$ cat src/rtl/zaf_pkg.sv
package zaf_pkg;

	// Operation codes carried in the action field.
	typedef enum logic [4:0] {
		ACT_ADD   = 5'd0,
		ACT_ADC   = 5'd1,
		ACT_SUB   = 5'd2,
		ACT_SBC   = 5'd3,
		ACT_AND   = 5'd4,
		ACT_XOR   = 5'd5,
		ACT_OR    = 5'd6,
		ACT_CP    = 5'd7,
		ACT_INC   = 5'd8,
		ACT_DEC   = 5'd9,
		ACT_NEG   = 5'd10,
		ACT_DAA   = 5'd11,
		ACT_CPL   = 5'd12,
		ACT_CCF   = 5'd13,
		ACT_SCF   = 5'd14,
		ACT_RLD   = 5'd15,
		ACT_RRD   = 5'd16,
		ACT_ADD16 = 5'd17,
		ACT_ADC16 = 5'd18,
		ACT_SBC16 = 5'd19
	} act_t;

	// Bit positions in the flag byte.
	localparam int unsigned FLAG_S  = 7;
	localparam int unsigned FLAG_Z  = 6;
	localparam int unsigned FLAG_F5 = 5;
	localparam int unsigned FLAG_H  = 4;
	localparam int unsigned FLAG_F3 = 3;
	localparam int unsigned FLAG_PV = 2;
	localparam int unsigned FLAG_N  = 1;
	localparam int unsigned FLAG_C  = 0;

	// Flag masks: sign, zero and parity kept; the two undocumented copy bits.
	localparam logic [7:0] FLAGS_SZPV = 8'hC4;
	localparam logic [7:0] FLAGS_XY   = 8'h28;

	// Decimal adjust constants.
	localparam logic [7:0] DAA_LIMIT  = 8'h99;
	localparam logic [7:0] DAA_LOW    = 8'h06;
	localparam logic [7:0] DAA_HIGH   = 8'h60;
	localparam logic [3:0] DAA_DIGIT  = 4'd9;

	// Values after the adder stage, handed to the flag stage.
	typedef struct packed {
		act_t        act;
		logic [7:0]  acc;
		logic [7:0]  flg;
		logic [7:0]  opb;
		logic [15:0] x;
		logic [15:0] y;
		logic [16:0] sum;
		logic [7:0]  lres;
		logic [7:0]  dig;
		logic        daa_c;
	} alu_s2_t;

	// One finished result beat.
	typedef struct packed {
		logic [15:0] result;
		logic [7:0]  flags;
		logic [7:0]  digit;
		logic        wr;
	} alu_res_t;

	// Assemble a flag byte from its eight bits.
	function automatic logic [7:0] pack_flags(input logic s, input logic z, input logic f5,
		input logic h, input logic f3, input logic pv, input logic n, input logic c);
		return {s, z, f5, h, f3, pv, n, c};
	endfunction

	// Sign, zero, copy bits and even parity of a byte.
	function automatic logic [7:0] szp(input logic [7:0] v);
		return pack_flags(v[7], (v == 8'h00), v[5], 1'b0, v[3], ~(^v), 1'b0, 1'b0);
	endfunction

endpackage

$ cat src/rtl/zaf_if.sv
// Operation channel: one ALU operation per beat.
interface zaf_op_if;
	logic        valid;
	logic        ready;
	logic [4:0]  action;
	logic [7:0]  accumulator;
	logic [7:0]  flags_in;
	logic [15:0] operand;
	logic [15:0] pair_in;

	modport source (output valid, action, accumulator, flags_in, operand, pair_in,
		input ready);
	modport sink (input valid, action, accumulator, flags_in, operand, pair_in,
		output ready);
endinterface

// Result channel: one result per beat.
interface zaf_res_if;
	logic        valid;
	logic        ready;
	logic [15:0] result;
	logic [7:0]  flags_out;
	logic [7:0]  digit_byte;
	logic        writes_result;

	modport source (output valid, result, flags_out, digit_byte, writes_result,
		input ready);
	modport sink (input valid, result, flags_out, digit_byte, writes_result,
		output ready);
endinterface

$ cat src/rtl/zaf_operate.sv
// Decode and the shared 17-bit add/subtract unit, plus the logic and digit paths.
module zaf_operate (
	input  logic [4:0]       action,
	input  logic [7:0]       acc,
	input  logic [7:0]       flg,
	input  logic [15:0]      operand,
	input  logic [15:0]      pair,
	output zaf_pkg::alu_s2_t s2
);

	zaf_pkg::act_t act;
	logic [7:0]    b;
	logic [15:0]   x;
	logic [15:0]   y;
	logic          cin;
	logic          sub;
	logic          t_low;
	logic          t_high;
	logic [7:0]    t;
	logic [7:0]    lres;
	logic [7:0]    dig;

	assign act = zaf_pkg::act_t'(action);
	assign b   = operand[7:0];

	// Decimal adjust correction from the old accumulator and flags.
	assign t_low  = flg[zaf_pkg::FLAG_H] || (acc[3:0] > zaf_pkg::DAA_DIGIT);
	assign t_high = flg[zaf_pkg::FLAG_C] || (acc > zaf_pkg::DAA_LIMIT);
	assign t      = (t_low ? zaf_pkg::DAA_LOW : 8'h00) | (t_high ? zaf_pkg::DAA_HIGH : 8'h00);

	// Operand selection for the adder.
	always_comb begin
		x   = {8'h00, acc};
		y   = {8'h00, b};
		cin = 1'b0;
		sub = 1'b0;
		case (act)
			zaf_pkg::ACT_ADD: begin
			end
			zaf_pkg::ACT_ADC: begin
				cin = flg[zaf_pkg::FLAG_C];
			end
			zaf_pkg::ACT_SUB, zaf_pkg::ACT_CP: begin
				sub = 1'b1;
			end
			zaf_pkg::ACT_SBC: begin
				sub = 1'b1;
				cin = flg[zaf_pkg::FLAG_C];
			end
			zaf_pkg::ACT_INC: begin
				x = {8'h00, b};
				y = 16'h0001;
			end
			zaf_pkg::ACT_DEC: begin
				x   = {8'h00, b};
				y   = 16'h0001;
				sub = 1'b1;
			end
			zaf_pkg::ACT_NEG: begin
				x   = 16'h0000;
				y   = {8'h00, acc};
				sub = 1'b1;
			end
			zaf_pkg::ACT_DAA: begin
				y   = {8'h00, t};
				sub = flg[zaf_pkg::FLAG_N];
			end
			zaf_pkg::ACT_ADD16: begin
				x = pair;
				y = operand;
			end
			zaf_pkg::ACT_ADC16: begin
				x   = pair;
				y   = operand;
				cin = flg[zaf_pkg::FLAG_C];
			end
			zaf_pkg::ACT_SBC16: begin
				x   = pair;
				y   = operand;
				cin = flg[zaf_pkg::FLAG_C];
				sub = 1'b1;
			end
			default: begin
			end
		endcase
	end

	// Logic results and the byte that digit rotates write back.
	always_comb begin
		lres = acc;
		dig  = 8'h00;
		case (act)
			zaf_pkg::ACT_AND: lres = acc & b;
			zaf_pkg::ACT_XOR: lres = acc ^ b;
			zaf_pkg::ACT_OR:  lres = acc | b;
			zaf_pkg::ACT_CPL: lres = ~acc;
			zaf_pkg::ACT_RLD: begin
				lres = {acc[7:4], b[7:4]};
				dig  = {b[3:0], acc[3:0]};
			end
			zaf_pkg::ACT_RRD: begin
				lres = {acc[7:4], b[3:0]};
				dig  = {acc[3:0], b[7:4]};
			end
			default: begin
			end
		endcase
	end

	assign s2.act   = act;
	assign s2.acc   = acc;
	assign s2.flg   = flg;
	assign s2.opb   = b;
	assign s2.x     = x;
	assign s2.y     = y;
	assign s2.sum   = sub ? ({1'b0, x} - {1'b0, y} - {16'h0000, cin})
	                      : ({1'b0, x} + {1'b0, y} + {16'h0000, cin});
	assign s2.lres  = lres;
	assign s2.dig   = dig;
	assign s2.daa_c = t_high;

endmodule

$ cat src/rtl/zaf_flags.sv
// Flag composition and result selection from the adder stage outputs.
module zaf_flags (
	input  zaf_pkg::alu_s2_t  s2,
	output zaf_pkg::alu_res_t res
);

	logic [7:0]  r8;
	logic [15:0] r16;
	logic [15:0] hx;
	logic        v8_add;
	logic        v8_sub;
	logic        v16_add;
	logic        v16_sub;
	logic        z8;
	logic        z16;
	logic        c_in;
	logic [7:0]  keep;
	logic [7:0]  fo;
	logic [7:0]  sub_f;

	assign r8      = s2.sum[7:0];
	assign r16     = s2.sum[15:0];
	assign hx      = s2.x ^ s2.y ^ r16;
	assign v8_add  = (s2.x[7] ^ ~s2.y[7]) & (s2.x[7] ^ s2.sum[7]);
	assign v8_sub  = (s2.x[7] ^ s2.y[7]) & (s2.x[7] ^ s2.sum[7]);
	assign v16_add = (s2.x[15] ^ ~s2.y[15]) & (s2.x[15] ^ s2.sum[15]);
	assign v16_sub = (s2.x[15] ^ s2.y[15]) & (s2.x[15] ^ s2.sum[15]);
	assign z8      = (r8 == 8'h00);
	assign z16     = (r16 == 16'h0000);
	assign c_in    = s2.flg[zaf_pkg::FLAG_C];
	assign keep    = s2.flg & zaf_pkg::FLAGS_SZPV;
	assign sub_f   = zaf_pkg::pack_flags(r8[7], z8, r8[5], hx[4], r8[3], v8_sub, 1'b1,
		s2.sum[8]);

	// New flag byte for each operation.
	always_comb begin
		case (s2.act)
			zaf_pkg::ACT_ADD, zaf_pkg::ACT_ADC:
				fo = zaf_pkg::pack_flags(r8[7], z8, r8[5], hx[4], r8[3], v8_add, 1'b0,
					s2.sum[8]);
			zaf_pkg::ACT_SUB, zaf_pkg::ACT_SBC, zaf_pkg::ACT_NEG:
				fo = sub_f;
			zaf_pkg::ACT_CP:
				fo = (sub_f & ~zaf_pkg::FLAGS_XY) | (s2.opb & zaf_pkg::FLAGS_XY);
			zaf_pkg::ACT_AND:
				fo = zaf_pkg::szp(s2.lres) | (8'h01 << zaf_pkg::FLAG_H);
			zaf_pkg::ACT_XOR, zaf_pkg::ACT_OR:
				fo = zaf_pkg::szp(s2.lres);
			zaf_pkg::ACT_INC:
				fo = zaf_pkg::pack_flags(r8[7], z8, r8[5], (r8[3:0] == 4'h0), r8[3],
					(r8 == 8'h80), 1'b0, c_in);
			zaf_pkg::ACT_DEC:
				fo = zaf_pkg::pack_flags(r8[7], z8, r8[5], (r8[3:0] == 4'hF), r8[3],
					(r8 == 8'h7F), 1'b1, c_in);
			zaf_pkg::ACT_DAA:
				fo = zaf_pkg::szp(r8) | zaf_pkg::pack_flags(1'b0, 1'b0, 1'b0,
					s2.acc[4] ^ r8[4], 1'b0, 1'b0, s2.flg[zaf_pkg::FLAG_N], s2.daa_c);
			zaf_pkg::ACT_CPL:
				fo = (s2.flg & (zaf_pkg::FLAGS_SZPV | 8'h01)) | (s2.lres & zaf_pkg::FLAGS_XY)
					| (8'h01 << zaf_pkg::FLAG_H) | (8'h01 << zaf_pkg::FLAG_N);
			zaf_pkg::ACT_CCF:
				fo = keep | (s2.acc & zaf_pkg::FLAGS_XY)
					| (c_in ? (8'h01 << zaf_pkg::FLAG_H) : 8'h01);
			zaf_pkg::ACT_SCF:
				fo = keep | (s2.acc & zaf_pkg::FLAGS_XY) | 8'h01;
			zaf_pkg::ACT_RLD, zaf_pkg::ACT_RRD:
				fo = zaf_pkg::szp(s2.lres) | {7'h00, c_in};
			zaf_pkg::ACT_ADD16:
				fo = keep | zaf_pkg::pack_flags(1'b0, 1'b0, r16[13], hx[12], r16[11], 1'b0,
					1'b0, s2.sum[16]);
			zaf_pkg::ACT_ADC16:
				fo = zaf_pkg::pack_flags(r16[15], z16, r16[13], hx[12], r16[11], v16_add,
					1'b0, s2.sum[16]);
			zaf_pkg::ACT_SBC16:
				fo = zaf_pkg::pack_flags(r16[15], z16, r16[13], hx[12], r16[11], v16_sub,
					1'b1, s2.sum[16]);
			default:
				fo = s2.flg;
		endcase
	end

	// Result word and write-enable for each operation.
	always_comb begin
		res.flags = fo;
		res.digit = s2.dig;
		case (s2.act)
			zaf_pkg::ACT_ADD, zaf_pkg::ACT_ADC, zaf_pkg::ACT_SUB, zaf_pkg::ACT_SBC,
			zaf_pkg::ACT_INC, zaf_pkg::ACT_DEC, zaf_pkg::ACT_NEG, zaf_pkg::ACT_DAA: begin
				res.result = {8'h00, r8};
				res.wr     = 1'b1;
			end
			zaf_pkg::ACT_AND, zaf_pkg::ACT_XOR, zaf_pkg::ACT_OR, zaf_pkg::ACT_CPL,
			zaf_pkg::ACT_RLD, zaf_pkg::ACT_RRD: begin
				res.result = {8'h00, s2.lres};
				res.wr     = 1'b1;
			end
			zaf_pkg::ACT_ADD16, zaf_pkg::ACT_ADC16, zaf_pkg::ACT_SBC16: begin
				res.result = r16;
				res.wr     = 1'b1;
			end
			default: begin
				res.result = {8'h00, s2.acc};
				res.wr     = 1'b0;
			end
		endcase
	end

endmodule

$ cat src/rtl/z80_alu_flags.sv
// Z80 ALU with flag generation. One operation is accepted on every clock in which
// op_ch.ready is high, and its result appears on res_ch from the output register.
// There are three register stages: the input register, the register after the
// single 17-bit add/subtract unit shared by all arithmetic operations, and the
// output register after the flag and result selection. Throughput is one
// operation per cycle; when res_ch.ready is low the stages fill up and op_ch.ready
// drops once all three hold a beat.
module z80_alu_flags (
	input  logic        clk,
	input  logic        arst_n,
	zaf_op_if.sink      op_ch,
	zaf_res_if.source   res_ch
);

	logic              valid_s1;
	logic              valid_s2;
	logic              valid_s3;
	logic              en1;
	logic              en2;
	logic              en3;
	logic [4:0]        action_s1;
	logic [7:0]        acc_s1;
	logic [7:0]        flg_s1;
	logic [15:0]       operand_s1;
	logic [15:0]       pair_s1;
	zaf_pkg::alu_s2_t  s2_next;
	zaf_pkg::alu_s2_t  data_s2;
	zaf_pkg::alu_res_t res_next;
	zaf_pkg::alu_res_t data_s3;

	// A stage advances when the one after it is empty or advancing.
	assign en3         = !valid_s3 || res_ch.ready;
	assign en2         = !valid_s2 || en3;
	assign en1         = !valid_s1 || en2;
	assign op_ch.ready = en1;

	// Valid bits.
	always_ff @(posedge clk or negedge arst_n) begin
		if (!arst_n) begin
			valid_s1 <= 1'b0;
			valid_s2 <= 1'b0;
			valid_s3 <= 1'b0;
		end else begin
			if (en1) valid_s1 <= op_ch.valid;
			if (en2) valid_s2 <= valid_s1;
			if (en3) valid_s3 <= valid_s2;
		end
	end

	// Input register stage.
	always_ff @(posedge clk) begin
		if (en1) begin
			action_s1  <= op_ch.action;
			acc_s1     <= op_ch.accumulator;
			flg_s1     <= op_ch.flags_in;
			operand_s1 <= op_ch.operand;
			pair_s1    <= op_ch.pair_in;
		end
	end

	zaf_operate u_operate (
		.action  (action_s1),
		.acc     (acc_s1),
		.flg     (flg_s1),
		.operand (operand_s1),
		.pair    (pair_s1),
		.s2      (s2_next)
	);

	// Adder stage register.
	always_ff @(posedge clk) begin
		if (en2) data_s2 <= s2_next;
	end

	zaf_flags u_flags (
		.s2  (data_s2),
		.res (res_next)
	);

	// Output register stage.
	always_ff @(posedge clk) begin
		if (en3) data_s3 <= res_next;
	end

	assign res_ch.valid         = valid_s3;
	assign res_ch.result        = data_s3.result;
	assign res_ch.flags_out     = data_s3.flags;
	assign res_ch.digit_byte    = data_s3.digit;
	assign res_ch.writes_result = data_s3.wr;

	// A beat taken at the input sits in the first stage on the next cycle.
	a_accept_fills: assert property (@(posedge clk) disable iff (!arst_n)
		(op_ch.valid && op_ch.ready) |=> valid_s1)
		else $error("accepted beat did not reach the first stage");

	// A held first stage keeps its operation.
	a_s1_hold: assert property (@(posedge clk) disable iff (!arst_n)
		(valid_s1 && !en2) |=> (valid_s1 && $stable(action_s1) && $stable(operand_s1)))
		else $error("first stage changed while stalled");

	// A held adder stage keeps its sum.
	a_s2_hold: assert property (@(posedge clk) disable iff (!arst_n)
		(valid_s2 && !en3) |=> (valid_s2 && $stable(data_s2)))
		else $error("adder stage changed while stalled");

	// Only digit rotates produce a memory byte, and they always write back.
	a_digit_writes: assert property (@(posedge clk) disable iff (!arst_n)
		(valid_s3 && (data_s3.digit != 8'h00)) |-> data_s3.wr)
		else $error("digit byte without write-back");

endmodule

$ cat src/flat_wrapper.sv
// flat-port wrapper written by rule: the top's interface ports become plain ports
module z80_alu_flags_flat 
  (clk, arst_n, op_ch_valid, op_ch_action, op_ch_accumulator, op_ch_flags_in, op_ch_operand, op_ch_pair_in, op_ch_ready, res_ch_valid, res_ch_result, res_ch_flags_out, res_ch_digit_byte, res_ch_writes_result, res_ch_ready);
  zaf_op_if op_ch_i ();
  zaf_res_if res_ch_i ();
  input  logic clk;
  input  logic arst_n;
  input wire logic [$bits(op_ch_i.valid)-1:0] op_ch_valid;
  input wire logic [$bits(op_ch_i.action)-1:0] op_ch_action;
  input wire logic [$bits(op_ch_i.accumulator)-1:0] op_ch_accumulator;
  input wire logic [$bits(op_ch_i.flags_in)-1:0] op_ch_flags_in;
  input wire logic [$bits(op_ch_i.operand)-1:0] op_ch_operand;
  input wire logic [$bits(op_ch_i.pair_in)-1:0] op_ch_pair_in;
  output wire logic [$bits(op_ch_i.ready)-1:0] op_ch_ready;
  output wire logic [$bits(res_ch_i.valid)-1:0] res_ch_valid;
  output wire logic [$bits(res_ch_i.result)-1:0] res_ch_result;
  output wire logic [$bits(res_ch_i.flags_out)-1:0] res_ch_flags_out;
  output wire logic [$bits(res_ch_i.digit_byte)-1:0] res_ch_digit_byte;
  output wire logic [$bits(res_ch_i.writes_result)-1:0] res_ch_writes_result;
  input wire logic [$bits(res_ch_i.ready)-1:0] res_ch_ready;
  assign op_ch_i.valid = op_ch_valid;
  assign op_ch_i.action = op_ch_action;
  assign op_ch_i.accumulator = op_ch_accumulator;
  assign op_ch_i.flags_in = op_ch_flags_in;
  assign op_ch_i.operand = op_ch_operand;
  assign op_ch_i.pair_in = op_ch_pair_in;
  assign op_ch_ready = op_ch_i.ready;
  assign res_ch_valid = res_ch_i.valid;
  assign res_ch_result = res_ch_i.result;
  assign res_ch_flags_out = res_ch_i.flags_out;
  assign res_ch_digit_byte = res_ch_i.digit_byte;
  assign res_ch_writes_result = res_ch_i.writes_result;
  assign res_ch_i.ready = res_ch_ready;
  z80_alu_flags u_core (.clk(clk), .arst_n(arst_n), .op_ch(op_ch_i), .res_ch(res_ch_i));
endmodule
$ cat config.mk
export PLATFORM = sky130hd
export DESIGN_NAME = z80_alu_flags_flat
export DESIGN_NICKNAME = d
export VERILOG_FILES = /design/src/rtl/zaf_pkg.sv /design/src/rtl/zaf_if.sv /design/src/rtl/zaf_operate.sv /design/src/rtl/zaf_flags.sv /design/src/rtl/z80_alu_flags.sv /design/src/flat_wrapper.sv
export SDC_FILE = /design/constraint.sdc
export NUM_CORES = 1
export LEC_CHECK = 0
export ABC_AREA = 1
export BUFFER_PORTS_ARGS = -buffer_cell sky130_fd_sc_hd__buf_2
export CORE_MARGIN = 2
export CORE_UTILIZATION = 45
export DETAILED_ROUTE_END_ITERATION = 8
export PLACE_DENSITY = 0.61
export SYNTH_ARGS = -nofsm -noshare
export SYNTH_HDL_FRONTEND = slang
export SYNTH_SLANG_ARGS = --single-unit
$ cat constraint.sdc
create_clock -name clk -period 4 [get_ports clk]
set_clock_uncertainty 0.1 [all_clocks]
set_input_delay 0.4 -clock clk [delete_from_list [all_inputs] [get_ports clk]]
set_output_delay 0.4 -clock clk [all_outputs]
set_load 0.05 [all_outputs]
# Word level (Yosys, flattened, before mapping)
# Cells that the tools add are included.
# op_classes
magnitude_cmp	2
mux	13
n_addsub	4
bitwise_logic	29
n_eq_ne	39
n_reduce_logical	27
# ops
cell	n
one-hot mux 8 bit (15 select lines)	1
one-hot mux 16 bit (3 select lines)	2
equality test 5 x 4 -> 1 bit (second input constant)	14
one-hot mux 16 bit (4 select lines)	1
one-hot mux 8 bit (6 select lines)	1
equality test 5 x 3 -> 1 bit (second input constant)	8
equality test 5 bit (second input constant)	8
bitwise OR 8 x 6 -> 8 bit	4
bitwise XOR 13 bit	2
equality test 5 x 2 -> 1 bit (second input constant)	4
adder 16 x 16 -> 17 bit	1
adder 17 x 1 -> 17 bit	1
2-to-1 mux 17 bit	1
OR reduction 17 bit	1
subtractor 16 x 16 -> 17 bit	1
subtractor 17 x 1 -> 17 bit	1
zero test 16 bit	1
zero test 8 bit	2
bitwise OR 8 x 5 -> 8 bit	2
one-hot mux 8 bit (2 select lines)	1
XOR reduction 8 bit	2
OR reduction 6 bit	2
equality test 5 x 1 -> 1 bit (second input constant)	2
OR reduction 3 bit	3
26 further kinds	48
# totals
inputBits	57
out_inout_bits	35
regBits	182

# Longest topological paths before layout
# depth
depth_word	8
mapped_depth	25
mapped_depth_nobuf	24

# By module
# A second synthesis with hierarchy kept.
# hier_totals
cells_unflattened	1023
area_unflattened_um2	10254.8
# modules_own_cells
mod	seq_area_each_um2	area_each_um2	cells_per_inst	instances
z80_alu_flags	5510.3	5557.8	194	1
zaf_operate	0.0	3241.9	554	1
zaf_flags	0.0	1455.1	275	1

# Worst setup path after synthesis
# OpenSTA, ideal clock, no wires.
# synth_timing
path_kind	flip-flop to flip-flop
start	register u_core.valid_s3 (netlist: u_core.res_ch.valid)
end	register u_core.acc_s1[0] (enable)
setup_time_ns	0.724
t_arrival_ns	2.887
path_buffers	0
required_ns	3.176
path_slack_ns	0.289
path_stages_with_launch	4
path_cell_list	dfrtp_1 nand2_1 nor2_1 nand2_1
# synth_via
elab_chain_cells	4
# synth_rtl
item	line_no	source
from (decl)	z80_alu_flags.sv:17	logic valid_s3;
from (signal assigned)	z80_alu_flags.sv:46	if (en3) valid_s3 <= valid_s2;
zero test 1 bit	z80_alu_flags.sv:32	assign en3 = !valid_s3 || res_ch.ready;
logical OR 1 bit	z80_alu_flags.sv:32	
named net u_core.en3	z80_alu_flags.sv:20	logic en3;
logical OR 1 bit	z80_alu_flags.sv:33	assign en2 = !valid_s2 || en3;
logical OR 1 bit	z80_alu_flags.sv:34	assign en1 = !valid_s1 || en2;
named net op_ch_ready	flat_wrapper.sv:14	output wire logic [$bits(op_ch_i.ready)-1:0] op_ch_ready;
to (signal assigned)	z80_alu_flags.sv:54	acc_s1 <= op_ch.accumulator;
to (decl)	z80_alu_flags.sv:22	logic [7:0] acc_s1;
# The timed path passes the listed nets, and every way through them passes these cells.
# A chain may end at the register's enable or synchronous reset.

==> flow_metrics.env <==
export IMPL_place_congestion=0.961
export IMPL_syn_avg_cell_area_um2=9.80
export IMPL_critPathCaptureType="flip-flop"
export IMPL_pin_count=92
export IMPL_arrival_ns=3.71
export IMPL_crit_type="flip-flop to flip-flop"
export IMPL_syn_inst=919
export IMPL_fin_crit_ns=3.65
export IMPL_area_delta_synth_final_pct=16.4
export IMPL_status="completed"
export IMPL_die_y_um=145
export IMPL_drive_gt1_frac=0.179
export IMPL_clkTransAtPathRegs_ns=0.06
export IMPL_clock_sinks=154
export IMPL_fin_nets=1173
export IMPL_die_w_um=145
export IMPL_first_pass_iters=5
export IMPL_layout_cells_non_filler=1318
export IMPL_ys_ff_latch=154
export IMPL_ant_nets=0
export IMPL_grtUsageTotal=0.212
export IMPL_grt_first_pass_wirelength_um=34900
export IMPL_yosysSeqAreaShare=0.512
export IMPL_tightest_slew_ns=0.609
export IMPL_grt_max_degree=41
export IMPL_start_util=0.461
export IMPL_rows=51
export IMPL_tns_ns=0
export IMPL_cts_made_buffers=17
export IMPL_most_common_layout_cells="inv_1 (154), edfxtp_1 (151), nand2_1 (146)"
export IMPL_drt_wl_total_um=21900
export IMPL_cp_max_fo=8
export IMPL_drv_cap=0
export IMPL_synth_edf_count=151
export IMPL_yosysWarnings=0
export IMPL_synth_ff_type="edfxtp_1"
export IMPL_netlist_area_mm2=0.00900
export IMPL_antenna_cells=0
export IMPL_num_vias=6817
export IMPL_async_flop_share=0.0195
export IMPL_required_ns=4.06
export IMPL_timing_hold_ws_ns=0.0466
export IMPL_final_area_mm2=0.0105
export IMPL_syn_nets=1052
export IMPL_viasPerCell=5.17
export IMPL_power_density_mw_per_mm2=521
export IMPL_setup_slack_ns=0.347
export IMPL_h_tree_depth=4
export IMPL_clock_path_buffers=2
export IMPL_post_route_drc_count=0
export IMPL_cts_root_buffer="clkbuf_16"
export IMPL_antenna_found_initial=0
export IMPL_setup_viol=0
export IMPL_peakVddDrop_v=0.000323
export IMPL_synth_distinct_cells=46
export IMPL_max_freq_ghz=0.274
export IMPL_post_place_ws_ns=0.0932
export IMPL_dp_final_hpwl_um=17100
export IMPL_core_mm2=0.0195
export IMPL_drt_initial_drc_count=631
export IMPL_overflow=0
export IMPL_grt_pass1_vias=6561
export IMPL_tritoncts="built"
export IMPL_min_path_type="input pin to flip-flop"
export IMPL_relSlewSlack=0.592
export IMPL_power_leakage_nw=4.86
export IMPL_startpoint_type="flip-flop"
export IMPL_die_area_mm2=0.0212
export IMPL_placed_area_mm2=0.00986
export IMPL_hold_viol=0
export IMPL_post_route_period_util=0.913
export IMPL_clock_latency_ns=0.42
export IMPL_numPortBuffers=91
export IMPL_placed_cells=1283
export IMPL_maxSlewViolCount=0
export IMPL_wire_per_inst_um=16.6
export IMPL_final_common_cell="inv_1"
-- logic make-up after synthesis --
group / after synthesis / share of synthesized area
simple gates: 325 / 0.164
buf+inv: 174 / 0.0745
compound gates: 162 / 0.113
fa+ha+maj: 76 / 0.109
xor+xnor: 28 / 0.0272
flops: 154 / 0.512
-- worst max-delay path, stage by stage, from the launching register on --
cell and delay (ns):
edfxtp_1 0.48, inv_2 0.14, nand2_1 0.13, nand3_4 0.09, inv_2 0.05, nor3_4 0.35
inv_2 0.10, nor2_1 0.10, nor2_1 0.07, ha_1 0.33, ha_1 0.38, inv_1 0.08
o21bai_1 0.21, a31oi_1 0.15, o21ai_0 0.22, a21oi_1 0.11, nand2_1 0.08, nand2_1 0.04
nand3_1 0.06, nand2_1 0.09
-- synth_stat cells (11+ instances only) --
cell | instances | share of area
nand3_1 | 42 | 0.023
o21ai_0 | 30 | 0.017
o221ai_1 | 11 | 0.011
a21oi_1 | 40 | 0.022
edfxtp_1 | 151 | 0.50
o21ai_1 | 12 | 0.0067
ha_1 | 72 | 0.10
xor2_1 | 15 | 0.015
inv_2 | 12 | 0.0050
inv_1 | 155 | 0.065
xnor2_1 | 13 | 0.013
nand2_1 | 147 | 0.061
o22ai_1 | 26 | 0.018
nor2_1 | 85 | 0.035
-- what timing repair did --
action	in CTS	in global routing
hold buffers	1	0
setup buffers	0	2
resized for setup	0	3
setup endpoints to repair	0	6
endpoints found under the hold margin	3	0
-- sequential cells by signal, summed over array words and instances (netlist names) --
signal                       cells
u_core.res_ch.result            16
u_core.valid_s1                  1
u_core.valid_s2                  1
u_core.res_ch.writes_result      1
u_core.operand_s1               16
u_core.flg_s1                    8
u_core.action_s1                 5
u_core.res_ch.digit_byte         8
u_core.acc_s1                    8
u_core.res_ch.flags_out          8
u_core.pair_s1                  16
u_core.data_s2                  65
u_core.res_ch.valid              1
-- metal layers --
metal	track usage	up-vias	routed length, um
li1	-	3408	-
met1	0.299	3166	10300
met2	0.340	218	10200
met3	0.0382	25	1140
met4	0.0574	0	308
met5	0	-	0
-- final timing paths --
kind	startpoint	endpoint	slack, ns	depth (start not counted)
max in group asynchronous	arst_n	u_core.valid_s2	3.49	2
min in group asynchronous	arst_n	u_core.valid_s1	0.20	2
worst max register to register	u_core.action_s1[1]	u_core.data_s2[30]	0.35	19
worst min register to register	u_core.flg_s1[2]	u_core.data_s2[76]	0.32	0
worst min-delay path	op_ch_pair_in[11]	u_core.pair_s1[11]	0.05	1
worst max-delay path	u_core.action_s1[1]	u_core.data_s2[30]	0.35	19
-- stage by stage --
| stage | utilization | total power, W |
|---|---|---|
| 5_1_grt | 0.537 | 0.00578 |
| 2_1_floorplan | - | 0.00344 |
| 6_report | 0.537 | 0.00547 |
| 3_3_place_gp | 0.505 | 0.00388 |
| 3_5_place_dp | 0.505 | 0.00389 |
| 4_1_cts | 0.535 | 0.00548 |
-- report_power, final --
part | internal (W) | total, W | switching [W]
sequential | 0.00208 | 0.00223 | 0.000147
clock | 0.000906 | 0.00158 | 0.000679
combinational | 0.000535 | 0.00165 | 0.00112
-- cell type report --
class	instances	area, um^2
multi-input cells	591	3740
repair buffers	108	586
inverters	168	631
fillers	1794	9040
clock buffers	19	453
flip-flops and latches	154	4610
clock inverters	13	134
well taps	265	332
No activity file was read; power rests on OpenSTA's default activity.
